### src/design/ala_pkg.sv
`default_nettype none

package ala_pkg;

  // Datapath width of the accumulator
  localparam int unsigned AccW = 12;
  // Widest shift amount; larger operands saturate here
  localparam int unsigned ShMax = 12;
  localparam int unsigned ShW = 4;

  // Operation codes
  typedef enum logic [3:0] {
    OP_LDAC   = 4'd0,
    OP_LDLINK = 4'd1,
    OP_ADD    = 4'd2,
    OP_AND    = 4'd3,
    OP_OR     = 4'd4,
    OP_CMA    = 4'd5,
    OP_CML    = 4'd6,
    OP_INC    = 4'd7,
    OP_NEG    = 4'd8,
    OP_CLA    = 4'd9,
    OP_CLL    = 4'd10,
    OP_CLR    = 4'd11,
    OP_RAR    = 4'd12,
    OP_RAL    = 4'd13,
    OP_SHR    = 4'd14,
    OP_SHL    = 4'd15
  } op_kind_t;

  // Result of one operation, flags included
  typedef struct packed {
    logic [AccW-1:0] acc;
    logic            link;
    logic            zero;
    logic            neg;
  } alu_res_t;

endpackage

`default_nettype wire

### src/design/ala_in_if.sv
`default_nettype none

// Operation word channel
interface ala_in_if;
  logic        valid;
  logic        ready;
  logic [3:0]  kind;
  logic [11:0] operand;

  modport source (output valid, output kind, output operand, input ready);
  modport sink   (input valid, input kind, input operand, output ready);
endinterface

`default_nettype wire

### src/design/ala_out_if.sv
`default_nettype none

// Result word channel
interface ala_out_if;
  logic        valid;
  logic        ready;
  logic [11:0] acc_out;
  logic        link_out;
  logic        is_zero;
  logic        is_negative;

  modport source (output valid, output acc_out, output link_out, output is_zero,
                  output is_negative, input ready);
  modport sink   (input valid, input acc_out, input link_out, input is_zero,
                  input is_negative, output ready);
endinterface

`default_nettype wire

### src/design/ala_core.sv
`default_nettype none

// Single-pass ALU: one operation on the current accumulator and link
module ala_core (
  input  wire logic [3:0]                kind,
  input  wire logic [ala_pkg::AccW-1:0]  operand,
  input  wire logic [ala_pkg::AccW-1:0]  acc,
  input  wire logic                      link,
  output ala_pkg::alu_res_t              res
);

  logic [ala_pkg::ShW-1:0]  sh_n;
  logic [ala_pkg::AccW:0]   add_src;
  logic [ala_pkg::AccW:0]   sum;
  logic [ala_pkg::AccW:0]   shr_v;
  logic [ala_pkg::AccW:0]   shl_v;
  logic [ala_pkg::AccW-1:0] acc_nxt;
  logic                     link_nxt;
  ala_pkg::op_kind_t        op;

  assign op = ala_pkg::op_kind_t'(kind);

  // Shift amount saturates at the word width
  assign sh_n = (operand > ala_pkg::AccW'(ala_pkg::ShMax)) ? ala_pkg::ShW'(ala_pkg::ShMax)
                                                         : operand[ala_pkg::ShW-1:0];

  // Shared adder: add, increment, negate (complement then increment)
  always_comb begin
    case (op)
      ala_pkg::OP_ADD: add_src = {1'b0, acc} + {1'b0, operand};
      ala_pkg::OP_NEG: add_src = {1'b0, ~acc} + {{ala_pkg::AccW{1'b0}}, 1'b1};
      default:         add_src = {1'b0, acc} + {{ala_pkg::AccW{1'b0}}, 1'b1};
    endcase
  end
  assign sum = add_src;

  // Shifts: link sits above the accumulator for the right shift;
  // bit above the word catches the last bit out for the left shift
  assign shr_v = {link, acc} >> sh_n;
  assign shl_v = {1'b0, acc} << sh_n;

  always_comb begin
    acc_nxt  = acc;
    link_nxt = link;
    unique case (op)
      ala_pkg::OP_LDAC:   acc_nxt = operand;
      ala_pkg::OP_LDLINK: link_nxt = operand[0];
      ala_pkg::OP_ADD, ala_pkg::OP_INC, ala_pkg::OP_NEG: begin
        acc_nxt  = sum[ala_pkg::AccW-1:0];
        link_nxt = sum[ala_pkg::AccW];
      end
      ala_pkg::OP_AND:    acc_nxt = acc & operand;
      ala_pkg::OP_OR:     acc_nxt = acc | operand;
      ala_pkg::OP_CMA:    acc_nxt = ~acc;
      ala_pkg::OP_CML:    link_nxt = ~link;
      ala_pkg::OP_CLA:    acc_nxt = '0;
      ala_pkg::OP_CLL:    link_nxt = 1'b0;
      ala_pkg::OP_CLR: begin
        acc_nxt  = '0;
        link_nxt = 1'b0;
      end
      ala_pkg::OP_RAR: begin
        acc_nxt  = {link, acc[ala_pkg::AccW-1:1]};
        link_nxt = acc[0];
      end
      ala_pkg::OP_RAL: begin
        acc_nxt  = {acc[ala_pkg::AccW-2:0], link};
        link_nxt = acc[ala_pkg::AccW-1];
      end
      ala_pkg::OP_SHR: begin
        acc_nxt  = shr_v[ala_pkg::AccW-1:0];
        link_nxt = 1'b0;
      end
      ala_pkg::OP_SHL: begin
        acc_nxt  = shl_v[ala_pkg::AccW-1:0];
        link_nxt = shl_v[ala_pkg::AccW];
      end
    endcase
  end

  // Result with flags
  assign res.acc  = acc_nxt;
  assign res.link = link_nxt;
  assign res.zero = (acc_nxt == '0);
  assign res.neg  = acc_nxt[ala_pkg::AccW-1];

endmodule

`default_nettype wire

### src/design/accumulator_link_alu.sv
`default_nettype none

// Channel   Dir  Payload                                     Handshake
// in_ch     in   kind[3:0], operand[11:0]                    valid/ready
// out_ch    out  acc_out[11:0], link_out, is_zero, is_negative valid/ready
//
// One word a cycle sustained while out_ch.ready stays high; an
// accepted word passes the input register, then the ALU into the
// result register and the accumulator/link.
// The accumulator/link feedback closes through the ALU.
// rst_n (synchronous) clears both stages and zeroes accumulator and link.
// A stalled result holds; the input stage still takes one word behind it.
module accumulator_link_alu (
  input  wire logic clk,
  input  wire logic rst_n,
  ala_in_if.sink    in_ch,
  ala_out_if.source out_ch
);

  logic                     in_vld_r, in_vld_nxt;
  logic [3:0]               kind_r;
  logic [ala_pkg::AccW-1:0] operand_r;
  logic                     out_vld_r, out_vld_nxt;
  ala_pkg::alu_res_t        res_r;
  ala_pkg::alu_res_t        res;
  logic [ala_pkg::AccW-1:0] acc_r;
  logic                     link_r;
  logic                     in_acc;
  logic                     adv;

  // Handshake
  assign adv         = in_vld_r && (!out_vld_r || out_ch.ready);
  assign in_ch.ready = !in_vld_r || adv;
  assign in_acc      = in_ch.valid && in_ch.ready;

  always_comb begin
    in_vld_nxt = in_vld_r;
    if (in_acc) begin
      in_vld_nxt = 1'b1;
    end else if (adv) begin
      in_vld_nxt = 1'b0;
    end
    out_vld_nxt = out_vld_r;
    if (adv) begin
      out_vld_nxt = 1'b1;
    end else if (out_ch.ready) begin
      out_vld_nxt = 1'b0;
    end
  end

  ala_core u_core (
    .kind    (kind_r),
    .operand (operand_r),
    .acc     (acc_r),
    .link    (link_r),
    .res     (res)
  );

  // Control and architectural state
  always_ff @(posedge clk) begin
    if (!rst_n) begin
      in_vld_r  <= 1'b0;
      out_vld_r <= 1'b0;
      acc_r     <= '0;
      link_r    <= 1'b0;
    end else begin
      in_vld_r  <= in_vld_nxt;
      out_vld_r <= out_vld_nxt;
      if (adv) begin
        acc_r  <= res.acc;
        link_r <= res.link;
      end
    end
  end

  // Payload registers
  always_ff @(posedge clk) begin
    if (in_acc) begin
      kind_r    <= in_ch.kind;
      operand_r <= in_ch.operand;
    end
    if (adv) begin
      res_r <= res;
    end
  end

  assign out_ch.valid       = out_vld_r;
  assign out_ch.acc_out     = res_r.acc;
  assign out_ch.link_out    = res_r.link;
  assign out_ch.is_zero     = res_r.zero;
  assign out_ch.is_negative = res_r.neg;

endmodule

`default_nettype wire
### src/flat_wrapper.sv
// flat-port wrapper written by rule: the top's interface ports become plain ports
module accumulator_link_alu_flat 
  (clk, rst_n, in_ch_valid, in_ch_kind, in_ch_operand, in_ch_ready, out_ch_valid, out_ch_acc_out, out_ch_link_out, out_ch_is_zero, out_ch_is_negative, out_ch_ready);
  ala_in_if in_ch_i ();
  ala_out_if out_ch_i ();
  input  wire logic clk;
  input  wire logic rst_n;
  input wire logic [$bits(in_ch_i.valid)-1:0] in_ch_valid;
  input wire logic [$bits(in_ch_i.kind)-1:0] in_ch_kind;
  input wire logic [$bits(in_ch_i.operand)-1:0] in_ch_operand;
  output wire logic [$bits(in_ch_i.ready)-1:0] in_ch_ready;
  output wire logic [$bits(out_ch_i.valid)-1:0] out_ch_valid;
  output wire logic [$bits(out_ch_i.acc_out)-1:0] out_ch_acc_out;
  output wire logic [$bits(out_ch_i.link_out)-1:0] out_ch_link_out;
  output wire logic [$bits(out_ch_i.is_zero)-1:0] out_ch_is_zero;
  output wire logic [$bits(out_ch_i.is_negative)-1:0] out_ch_is_negative;
  input wire logic [$bits(out_ch_i.ready)-1:0] out_ch_ready;
  assign in_ch_i.valid = in_ch_valid;
  assign in_ch_i.kind = in_ch_kind;
  assign in_ch_i.operand = in_ch_operand;
  assign in_ch_ready = in_ch_i.ready;
  assign out_ch_valid = out_ch_i.valid;
  assign out_ch_acc_out = out_ch_i.acc_out;
  assign out_ch_link_out = out_ch_i.link_out;
  assign out_ch_is_zero = out_ch_i.is_zero;
  assign out_ch_is_negative = out_ch_i.is_negative;
  assign out_ch_i.ready = out_ch_ready;
  accumulator_link_alu u_core (.clk(clk), .rst_n(rst_n), .in_ch(in_ch_i), .out_ch(out_ch_i));
endmodule
### config.mk
export PLATFORM = sky130hd
export DESIGN_NAME = accumulator_link_alu_flat
export DESIGN_NICKNAME = d
export VERILOG_FILES = /design/src/design/ala_pkg.sv /design/src/design/ala_in_if.sv /design/src/design/ala_out_if.sv /design/src/design/ala_core.sv /design/src/design/accumulator_link_alu.sv /design/src/flat_wrapper.sv
export SDC_FILE = /design/constraint.sdc
export NUM_CORES = 1
export LEC_CHECK = 0
export BUFFER_PORTS_ARGS = -buffer_cell sky130_fd_sc_hd__buf_2
export CAP_MARGIN = 25
export CORE_UTILIZATION = 51
export DETAILED_ROUTE_END_ITERATION = 10
export PLACE_DENSITY_LB_ADDON = 0.25
export SYNTH_ARGS = -nofsm -noshare
export SYNTH_HDL_FRONTEND = slang
export SYNTH_SLANG_ARGS = --single-unit
### constraint.sdc
create_clock -name clk -period 6.11 [get_ports clk]
set_input_delay 1.222 -clock clk [delete_from_list [all_inputs] [get_ports clk]]
set_output_delay 1.222 -clock clk [all_outputs]
set_load 0.01 [all_outputs]
==> results.cfg <==
[clocking]
cts-resized-gates = 0
path_clk_slew_ns = 0.09
cts_max_level = 2
cts_tree = done
clk_latency_ns = 0.30
clock_sinks = 45
cts-buffers-inserted = 5
cts_root_buf = clkbuf_8
post_cts_buffers = 0
ctsHoldBuffers = 0
clock_path_buffers = 2

[worst_setup_path]
worst-path-buf-inv = 1
cp_cell_sequence = nor4_1 > buf_4 > nand4_2 > mux2i_1 > nor4_1 > nor4_1 > a41oi_1 > nor2_1 > nand4b_1 > nor4_2
cp_slowest_cell = nor4_1
crit_arrival_ns = 4.07
startpoint_type = flip-flop
cp.depth = 10
crit_family = simple AND/OR/NAND/NOR gates
crit_end = u_core.out_ch.is_zero
worstSetupPathType = flip-flop to flip-flop
crit_required_ns = 6.23
cp_slowest_stage_delay_ns = 0.56
rrSetupSlack_ns = 2.17
startpoint = u_core.operand_r[6]
r2r_end = u_core.out_ch.is_zero
r2r_start = u_core.operand_r[6]
rr_worst_depth = 10
crit_fanout = 23
end_kind = flip-flop
crit_top_cell = nor4_1

[sta]
fmax_mhz = 254
fin_crit_ns = 3.94
slew_headroom_pct = 36.7
fin_ws_ns = 2.17
clock_skew_ns = 0.00493
drv_slew = 0
tns_ns = 0
hold_viol_final = 0
setup_viol = 0
grt_setup_unrepaired = false
fin_crit_sh_pct = 64.5
tightest_slew_ns = 0.944

[yosys]
ys_async_sr_fraction_pct = 0
syn_avg_cell_area_sq_um = 7.42
ys_ff_latch = 45
synth-edff-count = 30
synth_top_family_by_area = compound AO/OA/AOI/OAI gates
synth_compound_gate_area_share_pct = 34.0
synth_fa_ha_area_share_pct = 6.41
synth_seq_area_share_pct = 23.3
synth_cell_types = 82
netlist.area_leader.share_pct = 17.5
synth-simple-area-share_pct = 21.9
synthMuxAreaShare_pct = 3.30
synth_top_area_cell = edfxtp_1
synth-xor-area-share_pct = 3.23
ys.flop_type = edfxtp_1
synthCells = 694
syn_nets = 739
yosysWarningCount = 0
yosys-top-cells-area = edfxtp_1 (17%), a21oi_1 (6.4%), dfxtp_1 (5.8%)
netlist_area_sq_um = 5150

[detailed_routing]
ant_nets = 0
viasPerCell = 7.31
first_pass_iters = 6
drt-total-wl_mm = 21.5
drcViolationCount = 0
wire_per_inst_microns = 26.0
dr_total_vias = 6062
first_iter_violations = 944

[cells_and_area]
final_layout_size_suffix_gt1_share_pct = 10.9
n_antenna_cell = 0
syn2layout_area_growth_pct = 6.51
fin_nets = 740
fin_cells = 829

[floorplanning]
initial_utilization_pct = 52.7
row_count = 36
core_area_sq_um = 9770
die_x_microns = 103
die_area_sq_um = 10500
io_pins = 37
die_y_microns = 103

[min_path]
min-delay-start = u_core.in_vld_r
holdCritPathClass = flip-flop to flip-flop
hold_depth = 1

[global_route]
grt_overflow = 0
grt_pass1_wl_mm = 32.8
track_usage_pct = 42.3
grt_pass1_vias = 5566
antenna_found_initial = 0
grt_start_max_net_pins = 50

[pwr]
ir_drop_v = 0.000167
power_density_nw_per_um2 = 163
seq_power_share_pct = 41.5
p_sw_uw = 356
power.internal_uw = 538
p_clk_share_pct = 21.4
leakage_uw = 0.00203
p_comb_share_pct = 37.1
sw_frac_of_total_pct = 39.8

[placed_design]
dp_hpwl_mm = 15.2
dpl_worst_slack_ns = 2.41
place_inst = 821
port-buffer-count = 36
finalWeightedCongestion = 1.06

[job]
drv_cap = 0

[status]
status = finished, final reports clean
worst min-delay path by stage:
stage / end / slack (ns)
final: u_core.out_ch.valid / 0.54
after CTS: u_core.out_ch.valid / 0.53
after global placement: u_core.out_ch.valid / 0.50
after detailed placement: u_core.out_ch.valid / 0.51
after floorplan: u_core.out_ch.valid / 0.49
after global routing: u_core.out_ch.valid / 0.57
registers in the layout, indices dropped and copies added, names as in the netlist:
register	cells
u_core.out_ch.link_out	1
u_core.out_ch.is_zero	1
u_core.out_ch.acc_out	12
u_core.in_vld_r	1
u_core.operand_r	12
u_core.kind_r	4
u_core.out_ch.valid	1
u_core.link_r	1
u_core.acc_r	12
synthesized netlist by cell type (all sizes together) (4+ instances only):
library cell and instances:
nand2 74, a21oi 68, clkbuf 51, nor2 45, o21ai 40, inv 35, edfxtp 30, ha 24
nand3 21, nor3 21, o22ai 20, mux2i 17, dfxtp 15, nor4 15, nor2b 14, buf 13
xnor2 13, a22oi 12, a211oi 11, o211ai 11, a31oi 10, nand4 9, nand2b 7, o21a 7
a21boi 6, a21o 6, o211a 6, xor2 6, o32ai 5, a311o 4, a311oi 4, a32oi 4
and2 4, and3 4, o221ai 4, o311ai 4
worst register-to-register path, delay by kind of cell (launching register included):
family | cells | cell delay [ns]
simple gates | 7 | 2.27
compound gates | 1 | 0.28
mux | 1 | 0.48
flops | 1 | 0.47
buf+inv | 1 | 0.28
final cells by class:
class	count	area [sq um]
fill	968	4290
multi-input combinational	548	3550
sequential	45	1200
timing repair buffer	58	345
tap	133	166
inverter	37	139
clock buffer	5	68.8
clock inverter	3	20.0
per-layer routing:
| metal | vias to the layer above | wire, microns | GRT usage [%] |
|---|---|---|---|
| met1 | 2770 | 7960 | 56.7 |
| met3 | 134 | 3380 | 12.4 |
| met2 | 550 | 8840 | 61.5 |
| li1 | 2608 | - | - |
| met4 | 0 | 1370 | 21.9 |
| met5 | - | 0 | 0 |
cell usage in the layout (no fill, tap or decap), types with 20 or more instances in the layout:
cell	n
o22ai_1	20
buf_2	36
nand3_1	21
nor2_1	45
ha_1	24
a21oi_1	66
inv_1	35
buf_4	22
edfxtp_1	30
nand2_1	74
nor3_1	20
o21ai_0	39
power groups by stage:
stage	sequential, uW	combinational (uW)	clock (uW)
2_1_floorplan	370	211	0
3_3_place_gp	375	312	0
3_5_place_dp	376	312	0
4_1_cts	369	313	196
5_1_grt	373	348	207
6_report	371	332	192
kinds of logic (layout without fill, tap and decap cells):
logic type      after synthesis  in the layout
mux                          17             17
flops                        45             45
simple gates                228            228
compound gates              258            258
buf+inv                     101            103
fa+ha+maj                    26             26
xor+xnor                     19             19
metrics by stage:
step                      hold slack [ns]  total power, uW  utilization [%]  instance area, sq um
after floorplan                     0.486              580                -                  5150
after global placement              0.499              688             55.2                  5400
after detailed placement            0.510              688             55.2                  5400
after CTS                           0.535              878             56.1                  5490
after global routing                0.566              928             56.1                  5490
final                               0.538              894             56.1                  5490
Power figures use the tool's default switching activity.
